--- config.mk ---
export PLATFORM = sky130hd
export DESIGN_NAME = tpfp_front
export DESIGN_NICKNAME = d
export VERILOG_FILES = /design/src/design/assert_macros.svh /design/src/design/tpfp_pkg.sv /design/src/design/tpfp_front.sv
export SDC_FILE = /design/constraint.sdc
export NUM_CORES = 1
export LEC_CHECK = 0
export BUFFER_PORTS_ARGS = -buffer_cell sky130_fd_sc_hd__buf_2
export CAP_MARGIN = 30
export CORE_MARGIN = 2
export CORE_UTILIZATION = 51
export CTS_BUF_LIST = sky130_fd_sc_hd__clkbuf_8
export CTS_CLUSTER_DIAMETER = 150
export DETAILED_ROUTE_END_ITERATION = 10
export GPL_ROUTABILITY_DRIVEN = 0
export PLACE_DENSITY = 0.82
export SYNTH_ARGS = -nofsm -noshare
export SYNTH_HDL_FRONTEND = slang
export SYNTH_SLANG_ARGS = --single-unit
--- constraint.sdc ---
create_clock -name clk -period 2.5 [get_ports clk]
set_clock_uncertainty 0.05 [all_clocks]
set_input_delay 0.25 -clock clk [delete_from_list [all_inputs] [get_ports clk]]
set_output_delay 0.25 -clock clk [all_outputs]
set_load 0.02 [all_outputs]
--- src/design/assert_macros.svh ---
// Assertion macros shared by the parser's modules.
`ifndef ASSERT_MACROS_SVH
`define ASSERT_MACROS_SVH

// Check a property on every clock edge while out of reset.
`define CHK_PROP(label, prop, msg) \
  label: assert property (@(posedge clk) disable iff (!rst_n) (prop)) else $error(msg);

// Check that an antecedent implies a consequent in the same cycle.
`define CHK_IMPL(label, ante, cons, msg) \
  label: assert property (@(posedge clk) disable iff (!rst_n) (ante) |-> (cons)) \
    else $error(msg);

`endif

--- src/design/tpfp_pkg.sv ---
// Types and constants shared by the two-plate timer frame parser.
package tpfp_pkg;

  localparam logic [7:0] MARKER_BYTE = 8'h80;
  localparam logic [4:0] POS_MAX     = 5'd31;
  localparam logic [2:0] CHANNELS_RESET = 3'd4;

  // Result kinds
  localparam logic [1:0] KIND_BLOCK  = 2'd0;
  localparam logic [1:0] KIND_CHANGE = 2'd1;
  localparam logic [1:0] KIND_ERROR  = 2'd2;

  // Plate numbers as reported on change events
  localparam logic [1:0] PLATE_NONE   = 2'd0;
  localparam logic [1:0] PLATE_FIRST  = 2'd1;
  localparam logic [1:0] PLATE_SECOND = 2'd2;

  // One classified event handed from the front part to the back part
  typedef struct packed {
    logic             is_err;
    logic [31:0]      block_number;
    logic [1:0]       busy_old;
    logic [1:0][31:0] count;
    logic [1:0][23:0] scale;
    logic [1:0]       changed;
    logic [1:0]       busy_new;
    logic [1:0][23:0] time_scale;
  } event_t;

endpackage

--- src/design/tpfp_front.sv ---
// Front part: marker tracking, packet assembly and event classification.
module tpfp_front (
  input  logic             clk,
  input  logic             rst_n,
  input  logic             cfg_we,
  input  logic [2:0]       cfg_wdata,
  input  logic             accept,
  input  logic [7:0]       data_byte,
  output logic             ev_push,
  output tpfp_pkg::event_t ev_data
);

  logic             marker_seen_r, marker_seen_nxt;
  logic             in_packet_r, in_packet_nxt;
  logic [4:0]       pos_r, pos_nxt;
  logic [2:0][7:0]  partial_r, partial_nxt;
  logic [1:0][23:0] scale_r, scale_nxt;
  logic [1:0]       flag_r, flag_nxt;
  logic [1:0][31:0] counter_r, counter_nxt;
  logic [1:0][23:0] tscale_r, tscale_nxt;
  logic [1:0]       busy_r, busy_nxt;
  logic [31:0]      packet_count_r, packet_count_nxt;
  logic [2:0]       channels_r;

  logic       is_marker;
  logic       two;
  logic       err;
  logic       complete;
  logic [4:0] pos_inc;
  logic       plate;

  assign is_marker = (data_byte == tpfp_pkg::MARKER_BYTE);
  assign two       = is_marker && marker_seen_r;
  assign err       = two && in_packet_r;
  assign pos_inc   = (pos_r < tpfp_pkg::POS_MAX) ? pos_r + 5'd1 : pos_r;
  assign plate     = pos_r[3];

  // Classify the byte and compute the next parser state
  always_comb begin
    marker_seen_nxt  = marker_seen_r;
    in_packet_nxt    = in_packet_r;
    pos_nxt          = pos_r;
    partial_nxt      = partial_r;
    scale_nxt        = scale_r;
    flag_nxt         = flag_r;
    counter_nxt      = counter_r;
    tscale_nxt       = tscale_r;
    busy_nxt         = busy_r;
    packet_count_nxt = packet_count_r;
    complete         = 1'b0;
    if (accept) begin
      marker_seen_nxt = is_marker && !marker_seen_r;
      if (two) begin
        in_packet_nxt = 1'b1;
        pos_nxt       = 5'd0;
      end else if (in_packet_r) begin
        // absorb the byte; channels beyond the fourth have no effect
        if (!pos_r[4]) begin
          if (pos_r[1:0] != 2'd3) begin
            partial_nxt[pos_r[1:0]] = data_byte;
          end else if (!pos_r[2]) begin
            scale_nxt[plate] = {partial_r[2], partial_r[1], partial_r[0]};
            flag_nxt[plate]  = (data_byte != 8'd0);
          end else begin
            counter_nxt[plate] = {data_byte, partial_r[2], partial_r[1], partial_r[0]};
            tscale_nxt[plate]  = scale_r[plate];
          end
        end
        pos_nxt = pos_inc;
        if (pos_inc == {channels_r, 2'b00}) begin
          complete         = 1'b1;
          packet_count_nxt = packet_count_r + 32'd1;
          busy_nxt         = flag_nxt;
          in_packet_nxt    = 1'b0;
        end
      end
    end
  end

  // Build the event for the back part
  always_comb begin
    ev_push               = accept && (err || complete);
    ev_data.is_err        = err;
    ev_data.block_number  = packet_count_nxt;
    ev_data.busy_old      = busy_r;
    ev_data.count         = counter_nxt;
    ev_data.scale         = scale_nxt;
    ev_data.changed       = busy_r ^ flag_nxt;
    ev_data.busy_new      = flag_nxt;
    ev_data.time_scale    = tscale_nxt;
  end

  // Hold parser state
  always_ff @(posedge clk) begin
    if (!rst_n) begin
      marker_seen_r  <= 1'b0;
      in_packet_r    <= 1'b0;
      pos_r          <= 5'd0;
      partial_r      <= '0;
      scale_r        <= '0;
      flag_r         <= '0;
      counter_r      <= '0;
      tscale_r       <= '0;
      busy_r         <= '0;
      packet_count_r <= 32'd0;
    end else begin
      marker_seen_r  <= marker_seen_nxt;
      in_packet_r    <= in_packet_nxt;
      pos_r          <= pos_nxt;
      partial_r      <= partial_nxt;
      scale_r        <= scale_nxt;
      flag_r         <= flag_nxt;
      counter_r      <= counter_nxt;
      tscale_r       <= tscale_nxt;
      busy_r         <= busy_nxt;
      packet_count_r <= packet_count_nxt;
    end
  end

  // Hold the channel count register
  always_ff @(posedge clk) begin
    if (!rst_n) begin
      channels_r <= tpfp_pkg::CHANNELS_RESET;
    end else if (cfg_we) begin
      channels_r <= cfg_wdata;
    end
  end

endmodule

**After elaboration in Yosys (flattened, before gate mapping)**

Cells that the tools add are included.

- Bits in registers: 230
- Logic and storage cells: 95

- Add/subtract/negate cells: 2
- Order comparisons: 5
- Equality and inequality tests: 3
- Muxes and demuxes: 53
- Bitwise gates (word level): 3
- Reduce and logical (&&, ||, !) cells: 13

Operator list:

| kind | number |
|---|---|
| two-way mux 48 bit | 12 |
| two-way mux 64 bit | 6 |
| two-way mux 32 bit | 5 |
| bitwise mux 48 bit | 2 |
| two-way mux 24 bit | 3 |
| bitwise mux 64 bit | 1 |
| adder 32 x 1 -> 32 bit (second input constant) | 1 |
| demux 32 bit (select 1 bit) | 1 |
| bitwise mux 24 bit | 1 |
| demux 24 bit (select 1 bit) | 1 |
| demux 8 bit (select 2 bit) | 1 |
| two-way mux 5 bit | 3 |
| two-way mux 2 bit | 6 |
| == test 8 bit (second input constant) | 1 |
| two-way mux 1 bit | 8 |
| two-way mux 8 bit | 1 |
| nonzero test 8 bit | 1 |
| logical AND 1 bit | 6 |
| adder 5 x 1 -> 5 bit (second input constant) | 1 |
| == test 5 bit | 1 |
| < comparator 5 bit (second input constant) | 1 |
| AND reduction 5 bit | 1 |
| AND reduction 4 bit | 1 |
| < comparator 2 x 3 -> 1 bit (second input constant) | 1 |
| other kinds (12) | 13 |

**Depth between registers and ports, before layout**

- Word-level depth: 12
- Gate-level depth with buffers: 9
- Depth with buffers taken out: 7

**Worst setup path before layout**

No wires, ideal clock.

- Path type: reg2out
- Start: register pos_r[0]
- End: output ev_data[191] in the netlist's numbering
- Arrival time: 2,590 ps
- Data required time: 2,200 ps
- Path slack: -390 ps
- Stages on the path, launching flop included: 10
- Path through: dfxtp_1 > ha_1 > buf_2 > and2_4 > o221ai_1 > nor4b_2 > nand4_1 > buf_2 > nor4_1 > xor2_1

RTL lines:

| what | RTL line | source |
|---|---|---|
| start, declared | tpfp_front.sv:15 | `logic [4:0] pos_r, pos_nxt;` |
| start signal, assigned | tpfp_front.sv:109 | `pos_r <= pos_nxt;` |
| end, declared | tpfp_front.sv:10 | `output tpfp_pkg::event_t ev_data` |

==> results by group <==
Yosys
  – Post-Synth Simple-Gate Area: 21.9%
  – Area share of the largest cell type after synthesis: 47.3%
  – Syn Area/Cell: 10.1 um2
  – Top cells by count, synth: dfxtp_1, and2_1, mux2_2
  – Post-synthesis mux area share: 20.5%
  – Ys flop type: dfxtp_1
  – Area contributors post-synth: dfxtp_1, mux2_2, and2_1
  – Yosys cell types: 48
  – Sequential share of the synthesized area: 47.3%
  – Async set-reset flop share out of synthesis: 0%
  – Synthesized area: 9730 um2
  – Syn Nets: 982
  – Most frequent cell after synthesis: dfxtp_1
  – Yosys warning count: 0
  – EDFF count, synth: 0
  – Compound-cell area share of the yosys netlist: 4.88%
  – Synth Instances: 962
  – Area leader, netlist: dfxtp_1
  – Adder-cell area share of the yosys netlist: 0.643%
  – Largest family of logic cells by synthesized area: simple AND/OR/NAND/NOR gates
  – Yosys reg bits: 230
  – Post-Synth XOR/XNOR Area: 1.71%

Clocking
  – Htree depth: 2
  – Clk sinks: 230
  – TritonCTS Buffers: 40
  – CTS root buf: clkbuf_8
  – Later-pin clock latency in the skew report: 540 ps
  – Clk slew on worst S/H paths: 60 ps
  – TritonCTS clock tree: done
  – CTS Buffer Depth: 3

Floorplan
  – Row count: 50
  – Starting Density: 52.0%
  – I/O Pins: 215
  – Die area: 20200 um2
  – Core footprint: 18700 um2
  – Chip Height: 142 um
  – Die width: 142 um

Power
  – LEAKAGE: 7.11 nW
  – Maximum vdd ir drop: 0.433 mV
  – Cell-internal power: 0.00556 W
  – Flop pwr share: 50.9%
  – Net switching power: 0.00165 W
  – Pwr Density: 477 nW/um2
  – Comb power frac: 2.1%
  – Part of the power in the clock network: 47.0%
  – Switch share: 22.9%

Setup path
  – Reg-to-reg setup timing slack: -50 ps
  – Critical path class: reg -> out
  – Critical path fanouts, max: 8
  – Reg2reg end: packet_count_r[1]$_SDFF_PN0_
  – R2R Path Start: pos_r[1]$_SDFFE_PN0P_
  – Worst setup EP type: primary output
  – Max incr delay on CP: 440 ps
  – Worst-path cell chain: ha_4 > nor2_1 > a211oi_1 > nor4b_4 > nand4_1 > buf_6 > buf_12 > nor4_1 > or2_4 > buf_4
  – CP arrival: 2950 ps
  – Critical Path RT: 2200 ps
  – Critical path launch point type: flip-flop
  – Worst Reg2Reg Path Length in Cells: 11
  – Slowest CP cell: nor4_1

Timing
  – Max-slew headroom: 52.5%
  – Fin Setup TNS: -80050 ps
  – Post-route clock period utilization: 130%
  – Achievable Freq: 307 MHz
  – RSZ-0062 raised after global routing: true
  – Worst slew pin tran: 705 ps
  – Fin. max-slew vios: 0
  – Final hold violation count: 0
  – Worst Setup Slack, final: -753 ps
  – Period minus WS final: 3250 ps
  – Final setup violation count: 202
  – Hold Slack: 35.2 ps

Route
  – Detail Route Antenna Nets: 0
  – DR pass1 iterations: 5
  – DRC Markers: 0
  – 1st-iter DRT viols: 578
  – Routed wire length: 33.3 mm
  – Vias/cell: 5.61
  – Routed wire per std cell: 21.1 um
  – Routed vias: 8829

Outcome
  – Run status: finished with violations
  – Failing checks: negative setup slack

Placement
  – Detailed Place HPWL: 17.8 mm
  – Dpl cells: 1440
  – Port Buf Inserts: 214
  – Placement Setup Slack: -135 ps

Cells and area
  – Fraction of layout instances using a drive strength above 1: 51.3%
  – Layout area overhead: 55.1%
  – Final cell count without fillers: 1575
  – N_diodes: 0
  – Nets: 1334
  – Fillers: 986

Hold path
  – Worst Hold End: marker_seen_r$_SDFFE_PN0P_
  – HP Start: accept
  – Min-Delay Path Depth: 3
  – Hold WC Path Type: in -> reg

Global route
  – Vias in the first global route: 8757
  – Total global routing overflow: 0
  – GRT Overall Usage: 30.3%
  – First-pass GRT wire length: 47.5 mm
  – Initial antenna violation count: 1
  – Largest net degree at the start of global routing: 62

Run
  – Maxcap violations: 0
==> registers in the layout, indices dropped and copies added (netlist names), 3 cells and up <==
name / cells
partial_r: 24
pos_r: 5
channels_r: 3
packet_count_r: 32
tscale_r: 48
counter_r: 64
scale_r: 48
==> kinds of logic after synthesis <==
kind of cell	after synthesis
xor gates and xnor gates	19
and+or+nand+nor	374
DFF	230
adders and majority gates	5
AOI/OAI and AO/OA	84
buffers and inverters	71
muxes	179
==> final cells by class <==
type                       count  area (um2)  area share [%]
tap                          234         293            1.94
multi-input combinational    661        5690            37.7
clock inverter                18        91.3           0.605
timing repair buffer         373        3660            24.3
inverter                       8        30.0           0.199
clock buffer                  51         702            4.65
sequential                   230        4620            30.6
==> worst max-delay path: cells and delay by family (launching register included) <==
family / cells / cell delay, ps
flops: 1 / 370
compound gates: 1 / 120
simple gates: 5 / 1280
fa+ha+maj: 1 / 180
buf+inv: 3 / 460
==> worst max path at each step <==
stage / to / cells after the start / slack, ps / from
after floorplan: ev_data[189] / 9 / -50 / pos_r[0]$_SDFFE_PN0P_
after global placement: ev_data[144] / 9 / -120 / data_byte[4]
after detailed placement: ev_data[189] / 9 / -130 / pos_r[1]$_SDFFE_PN0P_
after CTS: ev_data[183] / 10 / -630 / pos_r[1]$_SDFFE_PN0P_
after global routing: ev_data[181] / 10 / -890 / pos_r[0]$_SDFFE_PN0P_
final: ev_data[181] / 10 / -750 / pos_r[1]$_SDFFE_PN0P_
==> layout by cell type, fill, tap and decap left out, types with 4 or more instances in the layout <==
master / count
nand2_4: 11
and3_1: 7
nand3_4: 6
nand3_1: 32
and2_1: 166
or3_4: 8
buf_2: 59
nor3_1: 4
dlygate4sd3_1: 7
nor3_4: 4
o21ai_0: 31
clkbuf_8: 51
o31ai_4: 4
nor4_4: 4
bufbuf_16: 4
buf_12: 15
dfxtp_2: 5
nand2_1: 49
dfxtp_1: 222
inv_1: 19
nand4_1: 17
buf_4: 144
nand2_2: 8
ha_1: 4
buf_16: 7
mux2i_1: 16
or4_4: 7
mux2_2: 116
xor2_2: 5
nor2_1: 14
a21oi_1: 23
buf_6: 131
nand2b_1: 12
xnor2_2: 9
mux2_4: 45
==> stage by stage <==
stage	utilization [%]	power (W)	instance area [um2]
floorplan	-	0.00381	10100
global placement	63.8	0.00388	11900
detailed placement	63.8	0.00388	11900
CTS	78.6	0.00724	14700
global route	80.7	0.00743	15100
finish	80.7	0.00720	15100
==> power groups by stage <==
stage / clock network [W] / registers, W / logic [W]
after floorplan: 0 / 0.00375 / 0.0000647
after global placement: 0 / 0.00375 / 0.000126
after detailed placement: 0 / 0.00375 / 0.000127
after CTS: 0.00343 / 0.00367 / 0.000141
after global routing: 0.00360 / 0.00367 / 0.000159
final: 0.00339 / 0.00367 / 0.000148
==> metal layers <==
layer  up-vias  global-route usage (%)  wire (um)  part of all wire (%)
li1       4031                       -          -                     -
met1      4321                    37.2      13000                    39
met2       372                    51.5      16700                    50
met3       103                    5.75       2140                   6.4
met4         2                    14.0       1370                   4.1
met5         -                       0         17                 0.051
==> repair_timing <==
item                                   in CTS  in global routing
endpoints found under the hold margin       4                  0
gates resized for setup                   342                115
hold buffers                                7                  0
setup endpoints to repair                 196                204
gates cloned                               16                  3
pin swaps                                  25                 26
setup buffers                              36                 25
Power figures use the tool's default switching activity.
