===== src/design/assert_macros.svh =====
// Assertion macros shared by the parser's modules.
`ifndef ASSERT_MACROS_SVH
`define ASSERT_MACROS_SVH

// Check a property on every clock edge while out of reset.
`define CHK_PROP(label, prop, msg) \
  label: assert property (@(posedge clk) disable iff (!rst_n) (prop)) else $error(msg);

// Check that an antecedent implies a consequent in the same cycle.
`define CHK_IMPL(label, ante, cons, msg) \
  label: assert property (@(posedge clk) disable iff (!rst_n) (ante) |-> (cons)) \
    else $error(msg);

`endif


===== src/design/tpfp_pkg.sv =====
// Types and constants shared by the two-plate timer frame parser.
package tpfp_pkg;

  localparam logic [7:0] MARKER_BYTE = 8'h80;
  localparam logic [4:0] POS_MAX     = 5'd31;
  localparam logic [2:0] CHANNELS_RESET = 3'd4;

  // Result kinds
  localparam logic [1:0] KIND_BLOCK  = 2'd0;
  localparam logic [1:0] KIND_CHANGE = 2'd1;
  localparam logic [1:0] KIND_ERROR  = 2'd2;

  // Plate numbers as reported on change events
  localparam logic [1:0] PLATE_NONE   = 2'd0;
  localparam logic [1:0] PLATE_FIRST  = 2'd1;
  localparam logic [1:0] PLATE_SECOND = 2'd2;

  // One classified event handed from the front part to the back part
  typedef struct packed {
    logic             is_err;
    logic [31:0]      block_number;
    logic [1:0]       busy_old;
    logic [1:0][31:0] count;
    logic [1:0][23:0] scale;
    logic [1:0]       changed;
    logic [1:0]       busy_new;
    logic [1:0][23:0] time_scale;
  } event_t;

endpackage


===== src/design/tpfp_back.sv =====
// Back part: time products and serialization of results into the output register.
module tpfp_back (
  input  logic             clk,
  input  logic             rst_n,
  input  logic             ev_valid,
  input  tpfp_pkg::event_t ev_data,
  output logic             ev_pop,
  output logic             res_valid,
  input  logic             res_pop,
  output logic [1:0]       res_kind,
  output logic             res_last,
  output logic [31:0]      res_block_number,
  output logic             res_busy_first,
  output logic [31:0]      res_count_first,
  output logic [23:0]      res_scale_first,
  output logic             res_busy_second,
  output logic [31:0]      res_count_second,
  output logic [23:0]      res_scale_second,
  output logic [1:0]       res_changed_plate,
  output logic             res_changed_busy,
  output logic [55:0]      res_changed_time
);

  // Bit positions of the pending-result mask
  localparam int P_ERR  = 3;
  localparam int P_BLK  = 2;
  localparam int P_CH0  = 1;
  localparam int P_CH1  = 0;

  tpfp_pkg::event_t ent_r;
  logic [3:0]       pending_r, pending_nxt;
  logic [1:0][55:0] time_r;
  logic [1:0][55:0] prod;

  logic [3:0] sel, rest;
  logic       ent_valid, emit, load;

  logic        out_valid_r, out_valid_nxt;
  logic [1:0]  kind_r;
  logic        last_r;
  logic [31:0] block_number_r;
  logic        busy_first_r, busy_second_r;
  logic [31:0] count_first_r, count_second_r;
  logic [23:0] scale_first_r, scale_second_r;
  logic [1:0]  changed_plate_r;
  logic        changed_busy_r;
  logic [55:0] changed_time_r;

  assign ent_valid = |pending_r;
  assign emit      = ent_valid && (!out_valid_r || res_pop);

  // Pick the pending result of the entry with the highest priority: error, block, first, second
  always_comb begin
    sel = 4'b0000;
    if (pending_r[P_ERR]) begin
      sel[P_ERR] = 1'b1;
    end else if (pending_r[P_BLK]) begin
      sel[P_BLK] = 1'b1;
    end else if (pending_r[P_CH0]) begin
      sel[P_CH0] = 1'b1;
    end else if (pending_r[P_CH1]) begin
      sel[P_CH1] = 1'b1;
    end
    rest = pending_r & ~sel;
  end

  assign load   = ev_valid && (!ent_valid || (emit && rest == 4'b0000));
  assign ev_pop = load;

  // Multiply counter by the scale latched with it
  assign prod[0] = 56'(ev_data.count[0]) * 56'(ev_data.time_scale[0]);
  assign prod[1] = 56'(ev_data.count[1]) * 56'(ev_data.time_scale[1]);

  always_comb begin
    pending_nxt = pending_r;
    if (load) begin
      pending_nxt = ev_data.is_err ? 4'b1000 : {1'b0, 1'b1, ev_data.changed[0],
                                                ev_data.changed[1]};
    end else if (emit) begin
      pending_nxt = rest;
    end
  end

  always_ff @(posedge clk) begin
    if (!rst_n) begin
      pending_r <= 4'b0000;
    end else begin
      pending_r <= pending_nxt;
    end
  end

  // Hold the entry being serialized
  always_ff @(posedge clk) begin
    if (load) begin
      ent_r  <= ev_data;
      time_r <= prod;
    end
  end

  // Load the output register
  assign out_valid_nxt = emit ? 1'b1 : (res_pop ? 1'b0 : out_valid_r);

  always_ff @(posedge clk) begin
    if (!rst_n) begin
      out_valid_r <= 1'b0;
    end else begin
      out_valid_r <= out_valid_nxt;
    end
  end

  always_ff @(posedge clk) begin
    if (emit) begin
      kind_r          <= tpfp_pkg::KIND_ERROR;
      last_r          <= (rest == 4'b0000);
      block_number_r  <= 32'd0;
      busy_first_r    <= 1'b0;
      count_first_r   <= 32'd0;
      scale_first_r   <= 24'd0;
      busy_second_r   <= 1'b0;
      count_second_r  <= 32'd0;
      scale_second_r  <= 24'd0;
      changed_plate_r <= tpfp_pkg::PLATE_NONE;
      changed_busy_r  <= 1'b0;
      changed_time_r  <= 56'd0;
      if (sel[P_BLK]) begin
        kind_r         <= tpfp_pkg::KIND_BLOCK;
        block_number_r <= ent_r.block_number;
        busy_first_r   <= ent_r.busy_old[0];
        count_first_r  <= ent_r.count[0];
        scale_first_r  <= ent_r.scale[0];
        busy_second_r  <= ent_r.busy_old[1];
        count_second_r <= ent_r.count[1];
        scale_second_r <= ent_r.scale[1];
      end else if (sel[P_CH0]) begin
        kind_r          <= tpfp_pkg::KIND_CHANGE;
        changed_plate_r <= tpfp_pkg::PLATE_FIRST;
        changed_busy_r  <= ent_r.busy_new[0];
        changed_time_r  <= time_r[0];
      end else if (sel[P_CH1]) begin
        kind_r          <= tpfp_pkg::KIND_CHANGE;
        changed_plate_r <= tpfp_pkg::PLATE_SECOND;
        changed_busy_r  <= ent_r.busy_new[1];
        changed_time_r  <= time_r[1];
      end
    end
  end

  assign res_valid         = out_valid_r;
  assign res_kind          = kind_r;
  assign res_last          = last_r;
  assign res_block_number  = block_number_r;
  assign res_busy_first    = busy_first_r;
  assign res_count_first   = count_first_r;
  assign res_scale_first   = scale_first_r;
  assign res_busy_second   = busy_second_r;
  assign res_count_second  = count_second_r;
  assign res_scale_second  = scale_second_r;
  assign res_changed_plate = changed_plate_r;
  assign res_changed_busy  = changed_busy_r;
  assign res_changed_time  = changed_time_r;

`include "assert_macros.svh"

  `CHK_IMPL(a_back_err_alone, pending_r[P_ERR], pending_r == 4'b1000,
            "error entry carries other results")
  `CHK_PROP(a_back_pending_hold,
            ($past(rst_n) && !$past(emit) && !$past(load)) |-> $stable(pending_r),
            "pending results changed without emit or load")

endmodule


===== config.mk =====
export PLATFORM = sky130hd
export DESIGN_NAME = tpfp_back
export DESIGN_NICKNAME = d
export VERILOG_FILES = /design/src/design/tpfp_pkg.sv /design/src/design/tpfp_back.sv
export VERILOG_INCLUDE_DIRS = /design/src /design/src/design
export SDC_FILE = /design/constraint.sdc
export NUM_CORES = 2
export LEC_CHECK = 0
export ABC_CLOCK_PERIOD_IN_PS = 12600
export BUFFER_PORTS_ARGS = -buffer_cell sky130_fd_sc_hd__buf_2
export CAP_MARGIN = 20
export CORE_MARGIN = 4
export CORE_UTILIZATION = 39
export DETAILED_ROUTE_END_ITERATION = 10
export GPL_TIMING_DRIVEN = 0
export PLACE_DENSITY_LB_ADDON = 0.05
export SYNTH_ARGS = -nofsm -noshare
export SYNTH_HDL_FRONTEND = slang
export SYNTH_SLANG_ARGS = --single-unit

===== constraint.sdc =====
create_clock -name clk -period 12.6 [get_ports clk]
set_input_delay 1.26 -clock clk [delete_from_list [all_inputs] [get_ports clk]]
set_output_delay 1.26 -clock clk [all_outputs]
set_load 0.01 [all_outputs]

Word level (Yosys, flattened, before mapping)
Cells that the tools add are included.

Register bits: 473.

$mul: 2. Multiplexer cells: 20. Bitwise operators: 2. Reductions and logical operators: 12.

Operators by type and width (number): $mul 32x24->56 (2); $mux 56 (2); $mux 4 (3); $mux 1 (11); $mux 2 (3); $and 4x4->4 (1); $logic_not 4->1 (1); $not 4->4 (1); $reduce_bool 2->1 (2); $reduce_or 4->1 (1); $logic_and 1x1->1 (3); $mux 3 (1); $logic_not 1->1 (2); $logic_or 1x1->1 (2); $reduce_or 2->1 (1).

Logic depth before layout (Yosys ltp)
Depth after elaboration: 11. Depth in mapped cells: 27. Gate-level depth less buffers: 24.

Worst setup path before layout
OpenSTA, ideal clock, no wires.

Kind: input to register. Start point: input res_pop. End point: register block_number_r[0] (netlist: res_block_number[0]) (enable). Slack: 1.823 ns. Arrival time: 9.998 ns. Cell stages on the path: 2. Library setup time: 0.779 ns. Cell sequence: nor2b_1 -> nor2_1.

Word-level cells in the longest chain between the ends: 2.

Ends and longest elaborated chain: start: declaration (line tpfp_back.sv:9) `input logic res_pop,`; $logic_or 1x1->1 (line tpfp_back.sv:50) `assign emit = ent_valid && (!out_valid_r || res_pop);`; $logic_and 1x1->1 (line tpfp_back.sv:50); net emit (line tpfp_back.sv:36) `logic ent_valid, emit, load;`; end signal: assignment (line tpfp_back.sv:127) `block_number_r <= ent_r.block_number;`; end: declaration (line tpfp_back.sv:41) `logic [31:0] block_number_r;`.

The timed path passes the listed nets, and every way through them passes these cells. A chain may end at the register's enable or synchronous reset.

==> impl_metrics.yaml <==
status:
  run_status: "complete, no violations"
synthesis:
  share_of_async_settable_or_async_resettable_flops_after_synthesis_pct: 0
  seq_area_frac_synth_pct: 21.6
  synthesis.area_sq_um: 65500
  synthCells: 6412
  synth.net_count: 8295
  synth_ff_type: "sky130_fd_sc_hd__edfxtp_1"
  postSynthRegisterBits: 473
  synthesis.yosys.warnings: 0
  syn_avg_cell_area_sq_um: 10.2
  synth_cell_types: 81
  synth-edff-count: 468
cts:
  post_cts.repair.setup_buffers: 0
  cts_buffers: 55
  max-clock-path-buffers: 3
  h_tree_depth: 2
  clk_pin_slew_ps: 60
  post_cts_resize_count: 0
  clock-sinks: 473
  cts_hold_repair.buffers: 0
  clock-root-buffer: "sky130_fd_sc_hd__clkbuf_16"
  clkLatencyLatePin_ps: 650
  cts_tree: "built"
detailed_routing:
  final_antenna_net_count: 0
  drc_errors: 0
  routed_wirelength_mm: 228
  routedWlPerCell_um: 24.9
  drt-pass1-iter-count: 5
  routed_via_density: 4.98
  initialDrtViolationCount: 2724
  detailroute.via_count: 45560
critical_path:
  worst_ep_required_time_ps: 13000
  worst_path_max_delay_cell: "sky130_fd_sc_hd__clkbuf_1"
  worst_setup_path_end_kind: "register"
  cell_mode_on_critical_path: "sky130_fd_sc_hd__fa_1"
  arrival_ps: 9440
  path_class: "input port to register"
  reg2reg_setup_slack_ps: 9350
  startpoint_type: "input port"
  cp_max_fo: 10
  crit_path_max_cell_delay_ps: 780
timing:
  skew_ps: 28.0
  fmaxAchievable_ghz: 0.111
  max_slew_margin_pct: 25.2
  rsz_0062_raised_after_global_routing: "false"
  finalMaxSlewViolations: 0
  finalHoldViolCount: 0
  setup_viol: 0
  worst_slew_pin_slew_ps: 1120
  fin_crit_ps: 9050
  layout_worst_path_cycle_share_pct: 71.8
final_layout:
  synthToLayoutAreaGrowth_pct: 10.6
  nNetsFinal: 8779
  drive_gt1_share_pct: 7.98
  postLayoutCoreUtil_pct: 43.4
floorplan:
  rows: 150
  chipWidth_um: 418
  start_util_pct: 39.2
  top_level_ports: 413
  die_h_um: 418
  die-area_sq_um: 175000
  design.core.area_sq_um: 167000
global_routing:
  antenna_found_initial: 13
  global_route_wire_length_before_repair_mm: 337
  grt_pass1_vias: 49090
  met3_usage_pct: 3.00
  grt_util_all_layers_pct: 26.5
  pin_count_of_the_biggest_net_entering_global_routing: 64
  m1_gr_usage_pct: 35.7
  grt_busiest_layer: "met2"
  grt_use_met2_pct: 44.9
  leftover_overflow_at_the_end_of_global_routing: 0
placement:
  routabilityCongestion: 0.933
  dp.final_hpwl_mm: 190
  port_buffers: 412
hold_path:
  worstHoldPathType: "register to register"
job:
  max_cap_violations: 0
## Yosys cell counts, types with 3 or more instances
master	n	area [sq um]
sky130_fd_sc_hd__a211oi_1	11	82.6
sky130_fd_sc_hd__a21boi_0	5	37.5
sky130_fd_sc_hd__a21boi_1	3	22.5
sky130_fd_sc_hd__a21o_1	51	383
sky130_fd_sc_hd__a21oi_1	117	586
sky130_fd_sc_hd__a21oi_2	3	26.3
sky130_fd_sc_hd__a221o_1	4	40.0
sky130_fd_sc_hd__a221oi_1	4	35.0
sky130_fd_sc_hd__a22o_1	57	499
sky130_fd_sc_hd__a22oi_1	3	22.5
sky130_fd_sc_hd__a31o_2	3	26.3
sky130_fd_sc_hd__a31oi_1	17	106
sky130_fd_sc_hd__and2_1	926	5790
sky130_fd_sc_hd__and3_1	17	106
sky130_fd_sc_hd__buf_2	3	15.0
sky130_fd_sc_hd__buf_4	5	37.5
sky130_fd_sc_hd__clkbuf_1	327	1230
sky130_fd_sc_hd__dfxtp_1	5	100
sky130_fd_sc_hd__edfxtp_1	468	14100
sky130_fd_sc_hd__fa_1	1316	26300
sky130_fd_sc_hd__ha_1	364	4550
sky130_fd_sc_hd__inv_1	1444	5420
sky130_fd_sc_hd__nand2_1	853	3200
sky130_fd_sc_hd__nand2b_1	8	50.1
sky130_fd_sc_hd__nand3_1	25	125
sky130_fd_sc_hd__nand4_1	20	125
sky130_fd_sc_hd__nor2_1	54	203
sky130_fd_sc_hd__nor2b_1	10	62.6
sky130_fd_sc_hd__nor3_1	12	60.1
sky130_fd_sc_hd__nor4_1	5	31.3
sky130_fd_sc_hd__o211ai_1	6	45.0
sky130_fd_sc_hd__o21a_1	10	75.1
sky130_fd_sc_hd__o21ai_0	57	285
sky130_fd_sc_hd__o21ai_1	13	65.1
sky130_fd_sc_hd__o21bai_1	19	143
sky130_fd_sc_hd__o31ai_1	3	22.5
sky130_fd_sc_hd__o41ai_1	3	26.3
sky130_fd_sc_hd__or2_2	3	18.8
sky130_fd_sc_hd__or3_1	4	25.0
sky130_fd_sc_hd__or4_1	3	22.5
sky130_fd_sc_hd__xnor2_1	63	552
sky130_fd_sc_hd__xor2_1	37	324
## metrics by stage
stage	area (sq um)	std cells	setup WS, ps	TNS, ps	hold slack [ps]
CTS	72400	9145	3640	0	489
finish	72400	9147	3550	0	502
detailed placement	70700	9043	2970	0	501
floorplan	65500	6412	1820	0	497
global route	72400	9146	3270	0	521
global placement	70300	9028	-3760	-772370	499
## layout by cell type, fill, tap and decap left out, types with 8 or more instances in the layout
cell	n
sky130_fd_sc_hd__edfxtp_1	468
sky130_fd_sc_hd__nor2b_1	10
sky130_fd_sc_hd__o21ai_0	57
sky130_fd_sc_hd__a211oi_1	11
sky130_fd_sc_hd__xnor2_1	63
sky130_fd_sc_hd__fa_1	1316
sky130_fd_sc_hd__inv_1	1444
sky130_fd_sc_hd__o21a_1	9
sky130_fd_sc_hd__nor2_1	53
sky130_fd_sc_hd__a21o_1	51
sky130_fd_sc_hd__xor2_1	37
sky130_fd_sc_hd__buf_2	415
sky130_fd_sc_hd__clkinv_2	11
sky130_fd_sc_hd__a31oi_1	17
sky130_fd_sc_hd__clkbuf_1	339
sky130_fd_sc_hd__and3_1	17
sky130_fd_sc_hd__a22o_1	57
sky130_fd_sc_hd__nand3_1	25
sky130_fd_sc_hd__o21ai_1	13
sky130_fd_sc_hd__nand2_1	853
sky130_fd_sc_hd__nor3_1	12
sky130_fd_sc_hd__clkbuf_16	55
sky130_fd_sc_hd__and2_1	926
sky130_fd_sc_hd__a21oi_1	117
sky130_fd_sc_hd__ha_1	364
sky130_fd_sc_hd__nand4_1	20
sky130_fd_sc_hd__nand2b_1	8
sky130_fd_sc_hd__o21bai_1	19
## worst max-delay path, delay by kind of cell
kind	cells	cell delay, ps
adder cells (fa/ha/maj)	8	4110
AO/OA/AOI/OAI	5	1460
buffers and inverters	7	1320
AND/OR/NAND/NOR	4	870
XOR/XNOR	1	390
## per-layer routing
layer,vias to the layer above,wire (um)
met1,23774,96100
met4,6,8610
met3,316,12200
li1,20116,-
met5,-,39
met2,1348,111000
## cells by family (layout without fill, tap and decap cells)
family | Yosys count | in the layout | share of synthesized area, %
AO/OA/AOI/OAI | 419 | 419 | 4.36
XOR/XNOR | 100 | 100 | 1.34
adder cells (fa/ha/maj) | 1682 | 1682 | 47.2
buffers and inverters | 1782 | 2311 | 10.3
flip-flops | 473 | 473 | 21.6
other | 0 | 2 | 0
AND/OR/NAND/NOR | 1956 | 1956 | 15.2
## state kept, by name (all words and copies together), names as in the netlist, 2 cells and up
signal / flops
ent_r: 148
pending_r: 4
res_block_number: 32
res_changed_plate: 2
res_changed_time: 56
res_count_first: 32
res_count_second: 32
res_kind: 2
res_scale_first: 24
res_scale_second: 24
time_r: 112
## cell type report
class | instances | area (sq um)
inverters | 1444 | 5420
clock buffers | 68 | 1430
diodes | 2 | 5.00
clock inverters | 34 | 337
well taps | 2204 | 2760
multi-input cells | 4157 | 44700
plain buffers | 338 | 1310
fillers | 16579 | 94600
flip-flops and latches | 473 | 14200
repair buffers | 427 | 2370
## path summary, 6_finish.rpt
check | startpoint | end | cells past startpoint
max | ev_data[145] | time_r[104]$_DFFE_PP_ | 25
min | ent_r[161]$_DFFE_PP_ | res_count_second[29]$_SDFFCE_PN0P_ | 1
max reg2reg | res_valid$_SDFFE_PN0P_ | ent_r[157]$_DFFE_PP_ | 9
min reg2reg | ent_r[161]$_DFFE_PP_ | res_count_second[29]$_SDFFCE_PN0P_ | 1
Power is left out: the tool's default activity adds up to more than one toggle a clock period on the data nets, which glitch-free logic cannot reach.
