$ cat config.mk
export PLATFORM = sky130hd
export DESIGN_NAME = tpfp_fifo
export DESIGN_NICKNAME = d
export VERILOG_FILES = /design/src/design/tpfp_pkg.sv /design/src/design/tpfp_fifo.sv
export VERILOG_INCLUDE_DIRS = /design/src /design/src/design
export SDC_FILE = /design/constraint.sdc
export NUM_CORES = 1
export LEC_CHECK = 0
export BUFFER_PORTS_ARGS = -buffer_cell sky130_fd_sc_hd__buf_2
export CAP_MARGIN = 40
export CORE_MARGIN = 5
export CORE_UTILIZATION = 55
export CTS_BUF_LIST = sky130_fd_sc_hd__clkbuf_2 sky130_fd_sc_hd__clkbuf_4 sky130_fd_sc_hd__clkbuf_8
export DETAILED_ROUTE_END_ITERATION = 8
export PLACE_DENSITY_LB_ADDON = 0.25
export SLEW_MARGIN = 25
export SYNTH_ARGS = -nofsm -noshare
export SYNTH_HDL_FRONTEND = slang
export SYNTH_SLANG_ARGS = --single-unit
$ cat constraint.sdc
create_clock -name clk -period 17.5 [get_ports clk]
set_input_delay 2.625 -clock clk [delete_from_list [all_inputs] [get_ports clk]]
set_output_delay 2.625 -clock clk [all_outputs]
set_load 0.05 [all_outputs]
$ cat src/design/assert_macros.svh
// Assertion macros shared by the parser's modules.
`ifndef ASSERT_MACROS_SVH
`define ASSERT_MACROS_SVH

// Check a property on every clock edge while out of reset.
`define CHK_PROP(label, prop, msg) \
  label: assert property (@(posedge clk) disable iff (!rst_n) (prop)) else $error(msg);

// Check that an antecedent implies a consequent in the same cycle.
`define CHK_IMPL(label, ante, cons, msg) \
  label: assert property (@(posedge clk) disable iff (!rst_n) (ante) |-> (cons)) \
    else $error(msg);

`endif

$ cat src/design/tpfp_pkg.sv
// Types and constants shared by the two-plate timer frame parser.
package tpfp_pkg;

  localparam logic [7:0] MARKER_BYTE = 8'h80;
  localparam logic [4:0] POS_MAX     = 5'd31;
  localparam logic [2:0] CHANNELS_RESET = 3'd4;

  // Result kinds
  localparam logic [1:0] KIND_BLOCK  = 2'd0;
  localparam logic [1:0] KIND_CHANGE = 2'd1;
  localparam logic [1:0] KIND_ERROR  = 2'd2;

  // Plate numbers as reported on change events
  localparam logic [1:0] PLATE_NONE   = 2'd0;
  localparam logic [1:0] PLATE_FIRST  = 2'd1;
  localparam logic [1:0] PLATE_SECOND = 2'd2;

  // One classified event handed from the front part to the back part
  typedef struct packed {
    logic             is_err;
    logic [31:0]      block_number;
    logic [1:0]       busy_old;
    logic [1:0][31:0] count;
    logic [1:0][23:0] scale;
    logic [1:0]       changed;
    logic [1:0]       busy_new;
    logic [1:0][23:0] time_scale;
  } event_t;

endpackage

$ cat src/design/tpfp_fifo.sv
// Short event queue between the front and back parts.
module tpfp_fifo #(
  parameter int DEPTH = 4
) (
  input  logic             clk,
  input  logic             rst_n,
  input  logic             push,
  input  tpfp_pkg::event_t wr_data,
  output logic             full,
  input  logic             pop,
  output logic             valid,
  output tpfp_pkg::event_t rd_data
);

  localparam int AW = (DEPTH > 1) ? $clog2(DEPTH) : 1;
  localparam logic [AW-1:0] LAST_SLOT = AW'(DEPTH - 1);
  localparam logic [AW:0]   DEPTH_CNT = (AW + 1)'(DEPTH);

  tpfp_pkg::event_t slots_r [DEPTH];
  logic [AW-1:0] wr_ptr_r, wr_ptr_nxt;
  logic [AW-1:0] rd_ptr_r, rd_ptr_nxt;
  logic [AW:0]   count_r, count_nxt;
  logic          do_push, do_pop;

  assign full    = (count_r == DEPTH_CNT);
  assign valid   = (count_r != '0);
  assign rd_data = slots_r[rd_ptr_r];
  assign do_push = push && !full;
  assign do_pop  = pop && valid;

  // Advance pointers with wrap
  always_comb begin
    wr_ptr_nxt = wr_ptr_r;
    rd_ptr_nxt = rd_ptr_r;
    count_nxt  = count_r;
    if (do_push) begin
      wr_ptr_nxt = (wr_ptr_r == LAST_SLOT) ? '0 : wr_ptr_r + AW'(1);
    end
    if (do_pop) begin
      rd_ptr_nxt = (rd_ptr_r == LAST_SLOT) ? '0 : rd_ptr_r + AW'(1);
    end
    case ({do_push, do_pop})
      2'b10:   count_nxt = count_r + (AW + 1)'(1);
      2'b01:   count_nxt = count_r - (AW + 1)'(1);
      default: count_nxt = count_r;
    endcase
  end

  always_ff @(posedge clk) begin
    if (!rst_n) begin
      wr_ptr_r <= '0;
      rd_ptr_r <= '0;
      count_r  <= '0;
    end else begin
      wr_ptr_r <= wr_ptr_nxt;
      rd_ptr_r <= rd_ptr_nxt;
      count_r  <= count_nxt;
    end
  end

  // Store slots
  always_ff @(posedge clk) begin
    if (do_push) begin
      slots_r[wr_ptr_r] <= wr_data;
    end
  end

`include "assert_macros.svh"

  `CHK_PROP(a_fifo_count_bound, count_r <= DEPTH_CNT, "event queue count exceeds depth")
  `CHK_IMPL(a_fifo_no_overrun, push, !full, "event pushed into full queue")

endmodule

Word-level counts from Yosys, hierarchy flattened
Memory sizes are Yosys's and may differ from the RTL's. A register that Yosys moved wholly into a read port is not among the register bits.
Cells that the tools add are included.
Word-level totals
  register bits after elaboration: 7
  bits in writable memories: 796
  output and inout bits: 201
  memories: 1
Cells by class
  add/subtract/negate cells: 4
  equality and inequality tests: 5
  mux-type cells: 7
  reduce and logical (&&, ||, !) cells: 5
Memories
  slots_r: words 4, width 199, rd ports 1, clocked after Yosys merged registers in 1, wr ports 1, RTL line tpfp_fifo.sv:19  | tpfp_pkg::event_t slots_r [DEPTH];
Operators with widths (number)
  $mux 2: 4
  $eq 2x2->1 const B: 3
  $pmux 3 s2: 1
  $add 2x1->2 const B: 2
  $add 3x1->3 const B: 1
  $eq 3x3->1 const B: 1
  $reduce_bool 3->1: 1
  $sub 3x1->3 const B: 1
  $eq 2x1->1 const B: 1
  $logic_and 1x1->1: 2
  $mux 1: 2
  $reduce_bool 2->1: 1
  $logic_not 1->1: 1

Logic depth before layout (Yosys ltp)
Gate-level depths: netlist of run 1.
  depth after elaboration: 5
  gate-level depth with buffers: 10

Worst setup path after synthesis of run 1
Ideal clock, no wire load.
  path type: input-to-reg
  start: input push
  end: memory slots_r[0][0] (netlist name), enable pin
  library setup time: 584 ps
  arrival: 7543 ps
  required time: 16916 ps
  slack: 9373 ps
  stages on the path: 3
  buffers on the path: 1
  path through: nor2b_1 > clkbuf_1 > and2_1
Between the ends
  longest elaborated chain between the ends: 3
Ends and longest elaborated chain
  from (decl): RTL line tpfp_fifo.sv:7  | input logic push,
  $logic_and 1x1->1: RTL line tpfp_fifo.sv:28  | assign do_push = push && !full;
  $mux 1: RTL line tpfp_fifo.sv:63  | if (do_push) begin
  $mux 1 (not written as such): RTL line tpfp_fifo.sv:64  | slots_r[wr_ptr_r] <= wr_data;
  to (decl): RTL line tpfp_fifo.sv:19
No other way between the ends.

==> flow_metrics.tcl, run 1 <==
set metrics [dict create \
    grt_max_degree 153 \
    pre_cts_ws_ns 11.66 \
    grt_pass1_vias 14042 \
    yosysSeqAreaShare_pct 82.6 \
    std_cell_rows 84 \
    fin_crit_ns 6.19 \
    min_from "wr_ptr_r[1]$_SDFFE_PN0P_" \
    crit_type "reg2out" \
    status "completed" \
    maxSlewViolCount 0 \
    clkPwrFrac_pct 25.3 \
    yosys.area.top_type_share_pct 81.9 \
    portBuffers 403 \
    root_buffer "clkbuf_8" \
    cts_buffers 118 \
    wl_per_cell_um 23.5 \
    die_x_um 240 \
    io_pins 404 \
    drc 0 \
    worstReg2RegStart "count_r[0]$_SDFFE_PN0P_" \
    utilization_pct 65.5 \
    area_delta_synth_final_pct 18.0 \
    cp-end-kind "output pin" \
    n_fill_cell 3415 \
    cap_viol_max_count 0 \
    tns_ns 0 \
    power.net_switching_uw 1930 \
    syn_inst 1095 \
    worst_path_max_delay_cell "mux4_2" \
    rsz0062_at_grt "false" \
    final_cell_area_um2 34400 \
    dp.cells 2163 \
    setup_viol 0 \
    cp_cell_sequence "buf_16, buf_4, buf_4, buf_16, mux4_2, buf_2" \
    dieArea_um2 57700 \
    clk_latency_ns 0.70 \
    dp.final_hpwl_um 35000 \
    power.share.combinational_pct 31.6 \
    ys_ff_latch 805 \
    routed_via_density 5.59 \
    htree_levels 3 \
    track_usage_pct 19.3 \
    synth_top_area_cell "edfxtp_1" \
    p_seq_share_pct 43.1 \
    grt_first_pass_wirelength_um 83700 \
    drt-initial-drc-count 791 \
    cts_buffer_depth 3 \
    skew_ns 0.0229 \
    syn_nets 1305 \
    post_cts_buffers 0 \
    p_sw_share_pct 35.0 \
    syn_avg_cell_area_um2 26.6 \
    gp_congestion 0.735 \
    slew_headroom_pct 34.3 \
    fmaxAchievable_mhz 162 \
    synth_cell_types 23 \
    critPathMaxFanout 32 \
    core_area_um2 52600 \
    period_share_pct 35.4 \
    arrival_ns 3.56 \
    max_stage_delay_ns 0.56 \
    cts.repair.resized 0 \
    hp-class "reg2reg" \
    cts_tree "done" \
    synth_area_um2 29200 \
    clkTransAtPathRegs_ns 0.06 \
    intPower_uw 3590 \
    vdd.ir_drop.worst_v 0.000144 \
    final_cell_mix "796 x edfxtp_1, 403 x buf_2, 199 x mux4_2, 121 x clkbuf_8, 39 x clkinv_1" \
    cts_hold_buffers 0 \
    critPathLaunchType "register" \
    layout_commonest_cell "edfxtp_1" \
    ys_warn_count 0 \
    antenna_found_initial 18 \
    first_pass_iters 5 \
    power_per_cell_area_nw_per_um2 161 \
    ant_nets 0 \
    drive_gt1_share_pct 47.9 \
    final_cells 2391 \
    cts.sinks 805 \
    post-route-worst-setup-slack_ns 11.31 \
    synthTopCellsByArea "edfxtp_1 82%, mux4_2 15%, dfxtp_1 0.62%" \
    finalHoldViolCount 0 \
    p_leak_uw 0.0115 \
    vias 13375 \
    post_dp_cell_area_um2 32100 \
    drt-total-wl_um 56300 \
    nets 1807 \
    die_y_um 240 \
    grt_overflow 0 \
    required_ns 14.88 \
    initial_core_util_pct 55.5 \
    tightestPinTransition_ns 0.985 \
]
[critical path, delay by kind of cell (launching register included)]
family | cells | cell delay, ns
buf+inv | 5 | 1.76
flops | 1 | 0.46
mux | 1 | 0.56
[cells in the mapped netlist]
cell and n:
a21boi_0 1, buf_6 14, nand2_1 7, ha_1 6, dfxtp_1 9, mux4_2 199
nand3_1 2, nor2_1 2, and2_1 6, buf_2 22, mux2i_1 2, o31ai_1 1
xnor2_1 1, nor2b_1 1, inv_1 7, o21ai_0 4, fa_1 1, xor2_1 1
clkbuf_1 2, or3_1 2, buf_1 8, nor3b_1 1, edfxtp_1 796
[layer usage]
metal  vias to the layer above  share of wire, %  global-route usage (%)  wire length, µm
li1                       5797                 -                       -                -
met3                       105               8.5                    6.89             4790
met1                      7018                39                    25.3            21700
met5                         -              0.29                       0              161
met2                       431                50                    31.0            28400
met4                        24               2.3                    5.71             1270
[registers in the layout, indices dropped and copies added, names as in the netlist, named ones only]
register  flops
slots_r     796
count_r       3
rd_ptr_r      2
wr_ptr_r      2
[worst paths after layout]
kind	end	cells past startpoint	slack, ns
max	rd_data[114]	6	11.31
min	wr_ptr_r[1]$_SDFFE_PN0P_	2	0.51
max reg2reg	slots_r[2][143]$_DFFE_PP_	6	13.93
min reg2reg	wr_ptr_r[1]$_SDFFE_PN0P_	2	0.51
[kinds of logic (layout without fill, tap and decap cells)]
group,after synthesis,after routing,share of synthesized area (%)
buf+inv,53,652,1.14
mux,201,201,15.4
fa+ha+maj,7,7,0.326
other cells,0,9,0
compound gates,6,6,0.120
flops,805,805,82.6
simple gates,21,21,0.369
xor+xnor,2,2,0.0601
[per-stage QoR]
stage               total power, µW  hold WS, ns
floorplan                      3800        0.468
global placement               4140        0.485
detailed placement             4190        0.504
CTS                            5590        0.511
global route                   5760        0.542
finish                         5530        0.513
[final cells by class]
type | instances | area, µm² | share of cell area [%]
clock buffers | 157 | 1940 | 5.62
well taps | 688 | 861 | 2.50
diodes | 9 | 22.5 | 0.0654
clock inverters | 60 | 302 | 0.876
repair buffers | 428 | 2410 | 7.00
multi-input cells | 237 | 4770 | 13.9
inverters | 7 | 26.3 | 0.0764
flip-flops and latches | 805 | 24100 | 70.0
[power groups by stage]
stage / clock network [µW] / registers, µW / logic, µW
3_5_place_dp: 0 / 2440 / 1740
5_1_grt: 1530 / 2400 / 1830
4_1_cts: 1440 / 2400 / 1750
6_report: 1400 / 2380 / 1740
2_1_floorplan: 0 / 2440 / 1360
3_3_place_gp: 0 / 2430 / 1710
Note: power is estimated with default switching activity, not from simulation.
==> run 2: changes to the inputs <==
- ABC_AREA: unset -> 1
- CORE_UTILIZATION: 55 -> 54
- clock period: 17.5 -> 5.3 ns (I/O delays scaled with it)
==> run 2 against run 1 <==
  * Clock-buffer cell count grew 9
  * Clock skew is 0.016 ns higher
  * Sequential power increased to 3.3 times the previous value
  * Die area up 4.0%
  * Via count is 36% higher
  * Non-clock buffer count up 4
  * Utilization decreased by 1.8 points
  * Synthesized cell count up 82%
  * Global-route usage grew 2.8 points
  * Clock power grew to 3.6 times the previous value
  * Cell area rose by 1.5%
  * Sequential share of layout area down 1.1 points
==> flow_metrics.tcl, run 2 <==
set metrics [dict create \
    ys.flop_type "edfxtp_1" \
    track_usage_pct 22.1 \
    post_cts_buffers 0 \
    fin_crit_ns 4.08 \
    required_ns 4.51 \
    die_y_um 245 \
    synthXorXnorAreaFrac_pct 0 \
    multi_input_area_um2 5010 \
    initial_core_util_pct 54.4 \
    final_cells 3233 \
    nets 2627 \
    max_stage_delay_ns 0.50 \
    post_dp_cell_area_um2 32400 \
    crit_type "reg2out" \
    htree_levels 3 \
    regMostFlops "slots_r" \
    reg.largest.list "slots_r x796, count_r x3" \
    ys_ff_latch 805 \
    vias 18224 \
    dp.cells 2997 \
    yosys.area.top_type_share_pct 80.1 \
    skew_ns 0.0389 \
    worst_path_max_delay_cell "buf_4" \
    drc 0 \
    syn_inst 1994 \
    critPathMaxFanout 103 \
    clkTransAtPathRegs_ns 0.06 \
    antenna_found_initial 24 \
    final_cell_area_um2 34900 \
    drive_gt1_share_pct 25.1 \
    hp-class "in2reg" \
    status "completed" \
    cts.sinks 805 \
    crit_top_cell "buf_16" \
    critPathLaunchType "register" \
    largest_reg_flops 796 \
    root_buffer "clkbuf_8" \
    final_cell_mix "796 x edfxtp_1, 409 x nor2_1, 403 x buf_2, 378 x o21ai_0, 199 x o22ai_1" \
    cp-end-kind "output pin" \
    utilization_pct 63.7 \
    die_x_um 245 \
    synthTopCellsByArea "edfxtp_1 80%, o21ai_0 6.3%, nor2_1 5.2%" \
    synth_top_area_cell "edfxtp_1" \
    synth_common_cells "796 x edfxtp_1, 413 x nor2_1, 378 x o21ai_0" \
    first_pass_iters 5 \
    cp_cell_sequence "buf_16, inv_8, buf_16, buf_4, o21ai_0, o22ai_1, buf_2" \
    drt-initial-drc-count 1306 \
    synth_top_family_by_area "compound AO/OA/AOI/OAI gates" \
    slew_headroom_pct 35.7 \
    maxSlewViolCount 0 \
    grt_overflow 0 \
    setup_viol 0 \
    synth_cell_types 19 \
    portBuffers 403 \
    dieArea_um2 60000 \
    synth_area_um2 29800 \
    cts_tree "done" \
    area_delta_synth_final_pct 17.2 \
    cts_buffer_depth 3 \
    synth_compound_area_share_pct 10.9 \
    ant_nets 0 \
    wl_per_cell_um 21.0 \
    syn_nets 2204 \
    pre_cts_ws_ns 1.88 \
    timing.hold.ws_ns 0.283 \
    cts_buffers 120 \
    finalHoldViolCount 0 \
    clk_latency_ns 0.72 \
    synthMuxAreaShare_pct 0 \
    routed_via_density 5.64 \
    post-route-worst-setup-slack_ns 1.22 \
    grt_pass1_vias 18759 \
    ff_latch_area_um2 24100 \
    period_share_pct 77.0 \
    yosysSeqAreaShare_pct 80.7 \
    vdd.ir_drop.worst_v 0.000421 \
    cts.repair.resized 0 \
    arrival_ns 3.29 \
    cts_hold_buffers 0 \
    synth.most_common_cell "edfxtp_1" \
    n_fill_cell 4018 \
    tightestPinTransition_ns 0.964 \
    fmaxAchievable_mhz 245 \
    core_area_um2 54900 \
    dp.final_hpwl_um 37600 \
    power_per_cell_area_nw_per_um2 577 \
    io_pins 404 \
    worstReg2RegStart "count_r[1]$_SDFFE_PN0P_" \
    grt_max_degree 200 \
    min_from "wr_data[159]" \
    drt-total-wl_um 67800 \
    p_leak_uw 0.0122 \
    std_cell_rows 86 \
    synth_edf_count 796 \
    syn_avg_cell_area_um2 15.0 \
    cap_viol_max_count 0 \
    synth-simple-area-share_pct 5.45 \
    async_reset_ff_share_pct 0 \
    layout_commonest_cell "edfxtp_1" \
    ys_warn_count 0 \
    rsz0062_at_grt "false" \
    gp_congestion 0.802 \
    grt_first_pass_wirelength_um 104000 \
    synthAdderAreaFrac_pct 0.319 \
]
==> run 2: cells by family (layout without fill, tap and decap cells) <==
| group | Yosys count | after routing |
|---|---|---|
| DFF | 805 | 805 |
| AOI/OAI and AO/OA | 602 | 602 |
| and+or+nand+nor | 431 | 431 |
| buffers and inverters | 149 | 666 |
| adders and majority gates | 7 | 7 |
| other | 0 | 18 |
==> run 2: final cells by class <==
class	count	share of cell area, %
tap	704	2.52
sequential	805	68.9
timing repair buffer	432	6.94
antenna	18	0.129
clock inverter	50	1.17
clock buffer	166	5.73
multi-input combinational	1040	14.3
inverter	18	0.222
==> run 2: path summary, 6_finish.rpt <==
| kind | to | slack, ns | cells after the start |
|---|---|---|---|
| max reg2reg | slots_r[2][40]$_DFFE_PP_ | 2.75 | 6 |
| min | slots_r[1][159]$_DFFE_PP_ | 0.28 | 1 |
| max | rd_data[142] | 1.22 | 7 |
| min reg2reg | register | 0.51 | 2 |
==> run 2: layer usage <==
layer / GRT usage [%] / wire length, µm / vias up
li1: - / - / 8425
met1: 26.9 / 26000 / 9050
met2: 37.3 / 34300 / 592
met3: 7.42 / 5650 / 137
met4: 7.57 / 1720 / 20
met5: 0 / 126 / -
==> run 2: critical path: cells and delay by family, from the launching register on <==
family	cells	cell delay (ns)
flip-flops	1	0.40
AO/OA/AOI/OAI	2	0.33
buffers and inverters	5	1.68
==> run 2: where the power goes <==
part,leakage [µW],switching (µW),total [µW],internal (µW)
logic,0.00360,5880,7380,1500
registers,0.00738,134,7770,7640
clock network,0.00127,2270,5000,2740
total,0.0122,8280,20200,11900
==> run 2: metrics by stage <==
| step | setup TNS [ns] | total power [µW] |
|---|---|---|
| after floorplan | -1083.22 | 13400 |
| after global placement | 0 | 15200 |
| after detailed placement | 0 | 15300 |
| after CTS | 0 | 20300 |
| after global routing | 0 | 21100 |
| final | 0 | 20200 |
